[src/wsft_pkg.sv]
// Shared types, constants and helpers for the wildcard service filter table.
package wsft_pkg;

  localparam int ENTRIES_DEF = 64;

  localparam int MODE_W    = 2;
  localparam int SYS_W     = 16;
  localparam int PROV_W    = 24;
  localparam int SVC_W     = 16;
  localparam int COUNT_W   = 7;
  localparam int ENTRY_W   = SVC_W + PROV_W + SYS_W;
  localparam int IN_DATA_W  = 64;
  localparam int OUT_DATA_W = 16;

  localparam logic [SYS_W-1:0] SYS_FREE_A = 16'h0000;
  localparam logic [SYS_W-1:0] SYS_FREE_B = 16'hFFFF;
  localparam logic [SYS_W-1:0] SYS_ANY    = 16'hFFFE;

  typedef enum logic [MODE_W-1:0] {
    MODE_CLEAR  = 2'd0,
    MODE_INSERT = 2'd1,
    MODE_CHECK  = 2'd2
  } mode_e;

  typedef enum logic [2:0] {
    ST_IDLE = 3'b001,
    ST_SCAN = 3'b010,
    ST_DONE = 3'b100
  } state_e;

  // controller -> datapath
  typedef struct packed {
    logic load;
    logic scan;
    logic commit;
  } ctrl_cmd_t;

  // datapath -> controller
  typedef struct packed {
    logic need_scan;
    logic scan_done;
    logic out_free;
  } dp_stat_t;

  function automatic logic is_free_sys(input logic [SYS_W-1:0] sys);
    return (sys == SYS_FREE_A) || (sys == SYS_FREE_B);
  endfunction

endpackage

[src/wsft_ram.sv]
// Generic single-port-write, single-port-read RAM with registered read data.
module wsft_ram #(
  parameter int WIDTH = 8,
  parameter int DEPTH = 16,
  parameter int AW    = (DEPTH > 1) ? $clog2(DEPTH) : 1
) (
  input  logic             clk_i,
  input  logic             we_i,
  input  logic [AW-1:0]    waddr_i,
  input  logic [WIDTH-1:0] wdata_i,
  input  logic             re_i,
  input  logic [AW-1:0]    raddr_i,
  output logic [WIDTH-1:0] rdata_o
);

  logic [WIDTH-1:0] mem_q [DEPTH];
  logic [WIDTH-1:0] rdata_q;

  always_ff @(posedge clk_i) begin
    if (we_i) begin
      mem_q[waddr_i] <= wdata_i;
    end
    if (re_i) begin
      rdata_q <= mem_q[raddr_i];
    end
  end

  assign rdata_o = rdata_q;

endmodule

[src/wsft_ctrl.sv]
// Sequencing state machine: accept, table scan, result hand-off.
module wsft_ctrl (
  input  logic                 clk_i,
  input  logic                 rst_ni,
  input  logic                 s_valid_i,
  output logic                 s_ready_o,
  input  wsft_pkg::dp_stat_t   stat_i,
  output wsft_pkg::ctrl_cmd_t  cmd_o
);
  import wsft_pkg::*;

  state_e state_q, state_d;

  always_comb begin
    state_d    = state_q;
    s_ready_o  = 1'b0;
    cmd_o      = '0;
    case (state_q)
      ST_IDLE: begin
        s_ready_o = 1'b1;
        if (s_valid_i) begin
          cmd_o.load = 1'b1;
          state_d    = stat_i.need_scan ? ST_SCAN : ST_DONE;
        end
      end
      ST_SCAN: begin
        cmd_o.scan = 1'b1;
        if (stat_i.scan_done) begin
          state_d = ST_DONE;
        end
      end
      ST_DONE: begin
        // hold until the output register can take the beat
        if (stat_i.out_free) begin
          cmd_o.commit = 1'b1;
          state_d      = ST_IDLE;
        end
      end
      default: begin
        state_d = ST_IDLE;
      end
    endcase
  end

  always_ff @(posedge clk_i or negedge rst_ni) begin
    if (!rst_ni) begin
      state_q <= ST_IDLE;
    end else begin
      state_q <= state_d;
    end
  end

endmodule

[src/wsft_dp.sv]
// Datapath: item register, entry count, table RAM, scan compare, output register.
module wsft_dp #(
  parameter int ENTRIES = wsft_pkg::ENTRIES_DEF
) (
  input  logic                             clk_i,
  input  logic                             rst_ni,
  input  wsft_pkg::ctrl_cmd_t              cmd_i,
  output wsft_pkg::dp_stat_t               stat_o,
  input  logic [wsft_pkg::IN_DATA_W-1:0]   s_tdata_i,
  input  logic                             m_tready_i,
  output logic                             m_tvalid_o,
  output logic [wsft_pkg::OUT_DATA_W-1:0]  m_tdata_o
);
  import wsft_pkg::*;

  localparam int CW = $clog2(ENTRIES + 1);
  localparam int AW = (ENTRIES > 1) ? $clog2(ENTRIES) : 1;
  localparam logic [CW-1:0] FULL_CNT = CW'(ENTRIES);

  // input beat fields
  logic [MODE_W-1:0] in_mode;
  logic [SYS_W-1:0]  in_sys;
  logic [PROV_W-1:0] in_prov;
  logic [SVC_W-1:0]  in_svc;

  assign in_mode = s_tdata_i[1:0];
  assign in_sys  = s_tdata_i[17:2];
  assign in_prov = s_tdata_i[41:18];
  assign in_svc  = s_tdata_i[57:42];

  logic [MODE_W-1:0] mode_q;
  logic [SYS_W-1:0]  sys_q;
  logic [PROV_W-1:0] prov_q;
  logic [SVC_W-1:0]  svc_q;

  logic [CW-1:0] count_q, count_d;
  logic [CW-1:0] issue_idx_q;
  logic          pend_q;
  logic          hit_q;
  logic          out_valid_q;
  logic [OUT_DATA_W-1:0] out_data_q;

  // table RAM, entry = {sys, prov, svc}
  logic               ram_we;
  logic               ram_re;
  logic [ENTRY_W-1:0] ram_rdata;
  logic [SVC_W-1:0]   ent_svc;
  logic [PROV_W-1:0]  ent_prov;
  logic [SYS_W-1:0]   ent_sys;
  logic               ent_match;
  logic               more_to_issue;

  assign more_to_issue = (issue_idx_q < count_q);
  assign ram_re        = cmd_i.scan && more_to_issue;

  wsft_ram #(
    .WIDTH (ENTRY_W),
    .DEPTH (ENTRIES)
  ) u_ram (
    .clk_i   (clk_i),
    .we_i    (ram_we),
    .waddr_i (count_q[AW-1:0]),
    .wdata_i ({sys_q, prov_q, svc_q}),
    .re_i    (ram_re),
    .raddr_i (issue_idx_q[AW-1:0]),
    .rdata_o (ram_rdata)
  );

  assign ent_svc  = ram_rdata[SVC_W-1:0];
  assign ent_prov = ram_rdata[SVC_W+PROV_W-1:SVC_W];
  assign ent_sys  = ram_rdata[ENTRY_W-1:SVC_W+PROV_W];

  assign ent_match = (ent_svc == svc_q) &&
                     ((ent_sys == SYS_ANY) || (ent_sys == SYS_FREE_A) ||
                      ((ent_sys == sys_q) &&
                       ((ent_prov == '0) || (ent_prov == prov_q))));

  // status
  assign stat_o.need_scan = (mode_e'(in_mode) == MODE_CHECK) && (count_q != '0) &&
                            !is_free_sys(in_sys);
  assign stat_o.scan_done = cmd_i.scan &&
                            ((pend_q && ent_match) || (!pend_q && !more_to_issue));
  assign stat_o.out_free  = !out_valid_q || m_tready_i;

  // result of the held item
  logic ins_ok;
  logic allowed, stored, full;

  assign ins_ok = (svc_q != '0) && !is_free_sys(sys_q);

  always_comb begin
    allowed = 1'b0;
    stored  = 1'b0;
    full    = 1'b0;
    count_d = count_q;
    case (mode_e'(mode_q))
      MODE_CLEAR: begin
        count_d = '0;
      end
      MODE_INSERT: begin
        if (ins_ok) begin
          if (count_q < FULL_CNT) begin
            stored  = 1'b1;
            count_d = count_q + CW'(1);
          end else begin
            full = 1'b1;
          end
        end
      end
      MODE_CHECK: begin
        allowed = (count_q == '0) || is_free_sys(sys_q) || hit_q;
      end
      default: begin
        count_d = count_q;
      end
    endcase
  end

  assign ram_we = cmd_i.commit && stored;

  always_ff @(posedge clk_i) begin
    if (cmd_i.load) begin
      mode_q <= in_mode;
      sys_q  <= in_sys;
      prov_q <= in_prov;
      svc_q  <= in_svc;
    end
    if (cmd_i.commit) begin
      out_data_q <= {6'd0, COUNT_W'(count_d), full, stored, allowed};
    end
  end

  always_ff @(posedge clk_i or negedge rst_ni) begin
    if (!rst_ni) begin
      count_q     <= '0;
      issue_idx_q <= '0;
      pend_q      <= 1'b0;
      hit_q       <= 1'b0;
      out_valid_q <= 1'b0;
    end else begin
      if (cmd_i.load) begin
        issue_idx_q <= '0;
        pend_q      <= 1'b0;
        hit_q       <= 1'b0;
      end else if (cmd_i.scan) begin
        // one read issued per cycle; its data compared in the next cycle
        pend_q <= more_to_issue;
        if (more_to_issue) begin
          issue_idx_q <= issue_idx_q + CW'(1);
        end
        if (pend_q && ent_match) begin
          hit_q <= 1'b1;
        end
      end
      if (cmd_i.commit) begin
        count_q     <= count_d;
        out_valid_q <= 1'b1;
      end else if (m_tready_i) begin
        out_valid_q <= 1'b0;
      end
    end
  end

  assign m_tvalid_o = out_valid_q;
  assign m_tdata_o  = out_data_q;

endmodule

[src/wildcard_service_filter_table.sv]
// Clear/insert go from the item register straight to the output register once it is
// free; a check with a non-empty table and a conditional system first scans the table,
// one table entry read per cycle from the single RAM read port (a match ends
// the scan early). One item is in work at a time; the next beat is taken once
// the result sits in the output register. Reset clears the count and control;
// table RAM contents are not initialized and are never read before written.
module wildcard_service_filter_table #(
  parameter int ENTRIES = wsft_pkg::ENTRIES_DEF
) (
  input  logic                             clk_i,
  input  logic                             rst_ni,
  input  logic                             s_axis_tvalid,
  output logic                             s_axis_tready,
  // mode[1:0], ca_system[17:2], provider[41:18], service[57:42], zero pad
  input  logic [wsft_pkg::IN_DATA_W-1:0]   s_axis_tdata,
  output logic                             m_axis_tvalid,
  input  logic                             m_axis_tready,
  // allowed[0], stored[1], table_full[2], entry_count[9:3], zero pad
  output logic [wsft_pkg::OUT_DATA_W-1:0]  m_axis_tdata
);
  import wsft_pkg::*;

  ctrl_cmd_t cmd;
  dp_stat_t  stat;

  wsft_ctrl u_ctrl (
    .clk_i     (clk_i),
    .rst_ni    (rst_ni),
    .s_valid_i (s_axis_tvalid),
    .s_ready_o (s_axis_tready),
    .stat_i    (stat),
    .cmd_o     (cmd)
  );

  wsft_dp #(
    .ENTRIES (ENTRIES)
  ) u_dp (
    .clk_i      (clk_i),
    .rst_ni     (rst_ni),
    .cmd_i      (cmd),
    .stat_o     (stat),
    .s_tdata_i  (s_axis_tdata),
    .m_tready_i (m_axis_tready),
    .m_tvalid_o (m_axis_tvalid),
    .m_tdata_o  (m_axis_tdata)
  );

endmodule

[config.mk]
export PLATFORM = sky130hd
export DESIGN_NAME = wildcard_service_filter_table
export DESIGN_NICKNAME = d
export VERILOG_FILES = /design/src/wsft_pkg.sv /design/src/wsft_ram.sv /design/src/wsft_ctrl.sv /design/src/wsft_dp.sv /design/src/wildcard_service_filter_table.sv
export SDC_FILE = /design/constraint.sdc
export NUM_CORES = 2
export LEC_CHECK = 0
export BUFFER_PORTS_ARGS = -buffer_cell sky130_fd_sc_hd__clkbuf_2
export CORE_ASPECT_RATIO = 2
export CORE_UTILIZATION = 50
export DETAILED_ROUTE_END_ITERATION = 6
export PLACE_DENSITY = 0.65
export SYNTH_ARGS = -nofsm -noshare
export SYNTH_HDL_FRONTEND = slang
export SYNTH_SLANG_ARGS = --single-unit
export TNS_END_PERCENT = 10
[constraint.sdc]
create_clock -name clk_i -period 6.15 [get_ports clk_i]
set_clock_uncertainty 0.2 [all_clocks]
set_input_delay 0.9225 -clock clk_i [delete_from_list [all_inputs] [get_ports clk_i]]
set_output_delay 0.9225 -clock clk_i [all_outputs]
set_load 0.02 [all_outputs]
Yosys cells after proc, flatten, opt, wreduce, memory -nomap -nowiden. Memories as Yosys holds them, arrays and structs flattened. A register that Yosys moved wholly into a read port is not among the register bits. Index checks and enable logic that the tools add are counted.

Register bits: 88. Memory bits (writable): 3584. Input bits: 68. Output and inout port bits: 18. Word-level logic and storage cells: 103. Memories: 1.

Add/subtract/negate cells: 2. Order comparisons: 2. Equal/unequal tests: 15. Mux-type cells: 30. Reduce and logical (&&, ||, !) cells: 40.

Memory list: u_dp.u_ram.mem_q (depth 64, bits a word 56, rd ports 1, clocked after memory_dff 1, write ports 1, RTL line wsft_ram.sv:16) `logic [WIDTH-1:0] mem_q [DEPTH];`.

Operators with widths (number): $eq 16x16->1 const B (3); $logic_not 16->1 (3); $mux 7 (5); $eq 16x16->1 (2); $eq 24x24->1 (1); $logic_not 24->1 (1); $mux 1 (19); $reduce_bool 16->1 (1); $add 7x1->7 const B (2); $pmux 7 s2 (1); $mux 3 (4); $logic_and 1x1->1 (10); $logic_or 1x1->1 (9); $pmux 3 s3 (1); $reduce_bool 2->1 (4); $logic_not 7->1 (1); $lt 7x7->1 (1); $lt 7x7->1 const B (1); $reduce_bool 7->1 (1); $ne 2x2->1 const B (3); $reduce_and 2->1 (3); $logic_not 1->1 (5); $eq 2x2->1 const B (2); $eq 3x1->1 const B (1); 5 further kinds (5).

Longest topological paths before layout.
Word-level depth: 10. Depth in mapped cells: 9. Mapped depth without buffers: 7.

By module. A second synthesis with hierarchy kept.

Cells, all modules: 6309. Area, all modules: 142009.9 sq um.

Modules (own cells, without submodules): wsft_ram (times used 1, cells an instance 5949, area an instance 137544.4 sq um, sequential area each 109304.8 sq um); wsft_dp (times used 1, cells an instance 345, area an instance 4289.1 sq um, sequential area each 2467.4 sq um); wsft_ctrl (times used 1, cells an instance 15, area an instance 176.4 sq um, sequential area each 76.3 sq um).

Least setup slack after synthesis. OpenSTA, ideal clock, no wires.

Path kind: reg-to-reg. Start point: register u_dp.svc_q[5]. End point: memory u_dp.u_ram.mem_q[30][0] (netlist name), enable pin. Library setup time: 470 ps. Arrival time: 4821 ps. Required time: 5480 ps. Setup slack: 659 ps. Cell stages (with the launch flop): 8. Buffers on the path: 1. Period minus slack after synthesis: 5491 ps. Cells stage by stage: edfxtp_1 nor4_1 and4_1 nor3_1 and4_1 clkbuf_1 nand4_1 nor2_1.

Longest elaborated chain between the ends: 7.

RTL lines: start: declaration (RTL line wsft_dp.sv:34) `logic [SVC_W-1:0] svc_q;`; start signal: assignment (RTL line wsft_dp.sv:126) `svc_q <= in_svc;`; $reduce_bool 16->1 (RTL line wsft_dp.sv:89) `assign ins_ok = (svc_q != '0) && !is_free_sys(sys_q);`; $logic_and 1x1->1 (RTL line wsft_dp.sv:89); $mux 1 (RTL line wsft_dp.sv:101) `if (ins_ok) begin`; $mux 1 (RTL line wsft_dp.sv:96) `case (mode_e'(mode_q))`; $logic_and 1x1->1 (RTL line wsft_dp.sv:119) `assign ram_we = cmd_i.commit && stored;`; $mux 1 (RTL line wsft_ram.sv:20) `if (we_i) begin`; $mux 1 (not written as such) (RTL line wsft_ram.sv:21) `mem_q[waddr_i] <= wdata_i;`; end: declaration (RTL line wsft_ram.sv:16).

No other way between the ends.

Final worst setup path.
Start point: register u_dp.svc_q[11]. End point: memory u_dp.u_ram.mem_q[55][35] (netlist name), enable pin.

The elaborated chain is that of the path after synthesis.

==> metrics.md <==
| Metric | Value |
|---|---|
| Status | completed |
| TritonCTS buffer count | 322 |
| First-pass GRT wire length | 524 mm |
| HPWL Detailed | a little over 200 mm |
| Max VDD drop | about 0.36 mV |
| Most frequent cell after synthesis | edfxtp_1 |
| Clk_lat worst skew | 920 ps |
| FILL cells | 20.2k |
| Cells after synthesis | 5705 |
| TritonRoute pass-1 iters | 6 |
| Max-Cap Viols | 0 |
| Worst setup EP type | register |
| Initial antenna violation count | 7 |
| Sequential Power Share | 0.529 |
| Area growth syn-to-layout | 12.3% |
| Fin Setup TNS | 0 ps |
| Top cell type's share of synthesized area | 0.786 |
| Tightest Pin Transition | about 1400 ps |
| Unrepaired setup endpoints after global routing | no |
| Top cells by area, synth | edfxtp_1 (79%), mux4_2 (17%), a22oi_1 (0.53%) |
| Die Ht | 755 um |
| Pwr Density | 350 nW/um2 |
| Register area share after synthesis | 0.789 |
| CP Max Fanout | 66 |
| Data required time of the worst path | 6480 ps |
| CP arrival | 5410 ps |
| Minimum clock period | a little over 5000 ps |
| DIE AREA | 286000 um2 |
| EDFF count, synth | 3708 |
| Static leakage | ~47 nW |
| Ys async rst share | 0.00536 |
| DR vias | 65.5k |
| Main synth FF type | edfxtp_1 |
| Placed Area | 149000 um2 |
| Post-synth top cells | edfxtp_1 (3708), mux4_2 (1096), clkbuf_1 (144) |
| GRT Overall Usage | 0.267 |
| Drt first-iter violations | about 8k |
| Endpoints failing setup | 0 |
| Largest family of logic cells by synthesized area | multiplexers |
| Gate power share | 0.109 |
| Clock share of power | 0.362 |
| Clock Tree Buf Depth | 4 |
| XOR/XNOR share of the synthesized area | 0.00377 |
| H-tree level count | 5 |
| CTS tree | built |
| Rel. slew slack | 0.0903 |
| Warnings from Yosys | 0 |
| IO Pins | 86 |
| Share of layout cells above drive strength 1 | 0.310 |
| Core region area | 282000 um2 |
| Finished Cell Area | between 150000 and 200000 um2 |
| Fin util | 0.564 |
| Clk sink count | 3728 |
| Multiplexer share of the synthesized area | 0.178 |
| Fmax | 0.197 GHz |
| Post-synthesis compound-gate area fraction | 0.00932 |
| Unique cell type count in the Yosys netlist | 50 |
| Nets | slightly above 6k |
| Vias per Instance | approximately 6.5 |
| Number of global-route vias before repair | 67.8k |
| NetSw | 12.9 mW |
| Post-Synth Adder-Cell Area | 0.000795 |
| Antenna violation net count after detailed routing | 0 |
| Synthesized area | 142000 um2 |
| Avg Inst Size Synth | 24.8 um2 |
| CP startpoint kind | register |
| Flop and latch count out of synthesis | 3728 |
| GR Overflow Total | 0 |
| Final Hold Violating Endpoints | 0 |
| Largest net degree at the start of global routing | 81 |
| WS Path Type | register to register |
| Slew Limit Fails | 0 |
| Sw frac | 0.233 |
| Clk root buf | clkbuf_16 |
| Residual DRC | 0 |
| Hold Crit Class | primary input to register |
| Starting Density | 0.502 |
| PortBufs | 73 |
| Placement Rows | 276 |
| Total routed wirelength | 378 mm |
| Crit share post-route | 0.827 |
| Avg WL per Cell | approximately 37 um |
| CTS resizes | 0 |
| CTS clk-pin slew, worst paths | 70 ps |
| Die X | 378 um |
| Internal Power | 42.7 mW |
| Placer Congestion | ~0.8 |
| Area fraction in and, or, nand and nor cells after synthesis | 0.00878 |
| Cell taking the most area after synthesis | edfxtp_1 |
[power groups by stage]
| stage | sequential [mW] | clock, mW | combinational (mW) |
|---|---|---|---|
| final | 29.4 | 20.2 | 6.06 |
| after global routing | 29.4 | 21.3 | 6.46 |
| after CTS | 29.4 | 20.5 | 6.15 |
| after detailed placement | 30.0 | 0 | 6.14 |
| after global placement | 30.0 | 0 | 5.97 |
| after floorplan | 30.5 | 0 | 3.67 |
[final timing paths]
path                            slack (ps)                      from                            endpoint  depth (start not counted)
worst min register to register         320    u_dp.hit_q$_DFFE_PN0P_              u_dp.hit_q$_DFFE_PN0P_                          1
min in group asynchronous              320                    rst_ni         u_dp.count_q[3]$_DFFE_PN0P_                          2
worst max register to register        1070  u_dp.svc_q[11]$_DFFE_PP_  u_dp.u_ram.mem_q[55][35]$_DFFE_PP_                          8
max in group asynchronous             5010                    rst_ni     u_dp.issue_idx_q[3]$_DFFE_PN0P_                          2
worst min-delay path                    70           s_axis_tdata[2]             u_dp.sys_q[0]$_DFFE_PP_                          1
worst max-delay path                  1070  u_dp.svc_q[11]$_DFFE_PP_  u_dp.u_ram.mem_q[55][35]$_DFFE_PP_                          8
[routing by layer]
| layer | up-vias | share of wire | GRT usage |
|---|---|---|---|
| met5 | - | 0 | 0 |
| met4 | 0 | 0.051 | 0.120 |
| met3 | 782 | 0.068 | 0.0369 |
| met2 | 3297 | 0.55 | 0.483 |
| met1 | 35800 | 0.34 | 0.314 |
| li1 | 25600 | - | - |
[layout make-up]
| class | count | area (um2) | share of cell area |
|---|---|---|---|
| antenna | 5 | 12.5 | 0.0000786 |
| clock buffer | 388 | 8400 | 0.0528 |
| clock inverter | 182 | 1740 | 0.0109 |
| inverter | 15 | 61.3 | 0.000385 |
| multi-input combinational | 1670 | 29000 | 0.182 |
| sequential | 3728 | 112000 | 0.703 |
| tap | 3753 | 4700 | 0.0295 |
| timing repair buffer | 370 | 3410 | 0.0214 |
[stage by stage]
| step | hold slack (ps) | worst slack, ps | cells | power [mW] |
|---|---|---|---|---|
| after floorplan | 266 | 659 | 5710 | 34.2 |
| after global placement | 322 | 1180 | 9505 | 36.0 |
| after detailed placement | 313 | 1080 | 9505 | 36.1 |
| after CTS | 8.12 | 1140 | 10100 | 56.1 |
| after global routing | 40.5 | 1020 | 10100 | 57.2 |
| final | 68.1 | 1070 | 10100 | 55.7 |
[layout by cell type, fill, tap and decap left out, drive strengths merged, types with 28 or more instances in the layout]
cell type / Yosys / final
a22oi: 100 / 100
buf: 153 / 266
bufinv: 0 / 28
clkbuf: 144 / 461
clkinv: 1 / 130
dlygate4sd3: 0 / 31
edfxtp: 3708 / 3708
inv: 14 / 32
mux2i: 38 / 38
mux4: 1096 / 1096
nand2: 58 / 58
nor2: 81 / 81
nor4: 32 / 32
o21ai: 37 / 37
xnor2: 38 / 38
[worst max-delay path, cell delays in order (launching register included)]
cell      delay [ps]
edfxtp_1         330
buf_4            540
nor4_1           120
and4_1           350
nor3_1           360
and4_1           490
nand2b_1         800
nor2_4          1000
buf_12           420
[state kept, by name, indices dropped and copies added (netlist names), 7 cells and up]
register / flops
u_dp.count_q: 7
u_dp.m_tdata_o: 10
u_dp.u_ram.rdata_o: 56
u_dp.sys_q: 16
u_dp.prov_q: 24
u_dp.svc_q: 16
u_dp.u_ram.mem_q: 3584
u_dp.issue_idx_q: 7
[logic make-up (layout without fill, tap and decap cells)]
group | count (synthesis) | count (layout)
DFF | 3728 | 3728
muxes | 1147 | 1147
buffers and inverters | 312 | 955
and+or+nand+nor | 256 | 256
AOI/OAI and AO/OA | 191 | 191
xor gates and xnor gates | 61 | 61
adders and majority gates | 9 | 9
other | 1 | 11
[timing repair]
action / in CTS / in global routing
hold buffers: 31 / 0
setup buffers: 0 / 0
endpoints found under the hold margin: 49 / 0
Power figures use the tool's default switching activity.
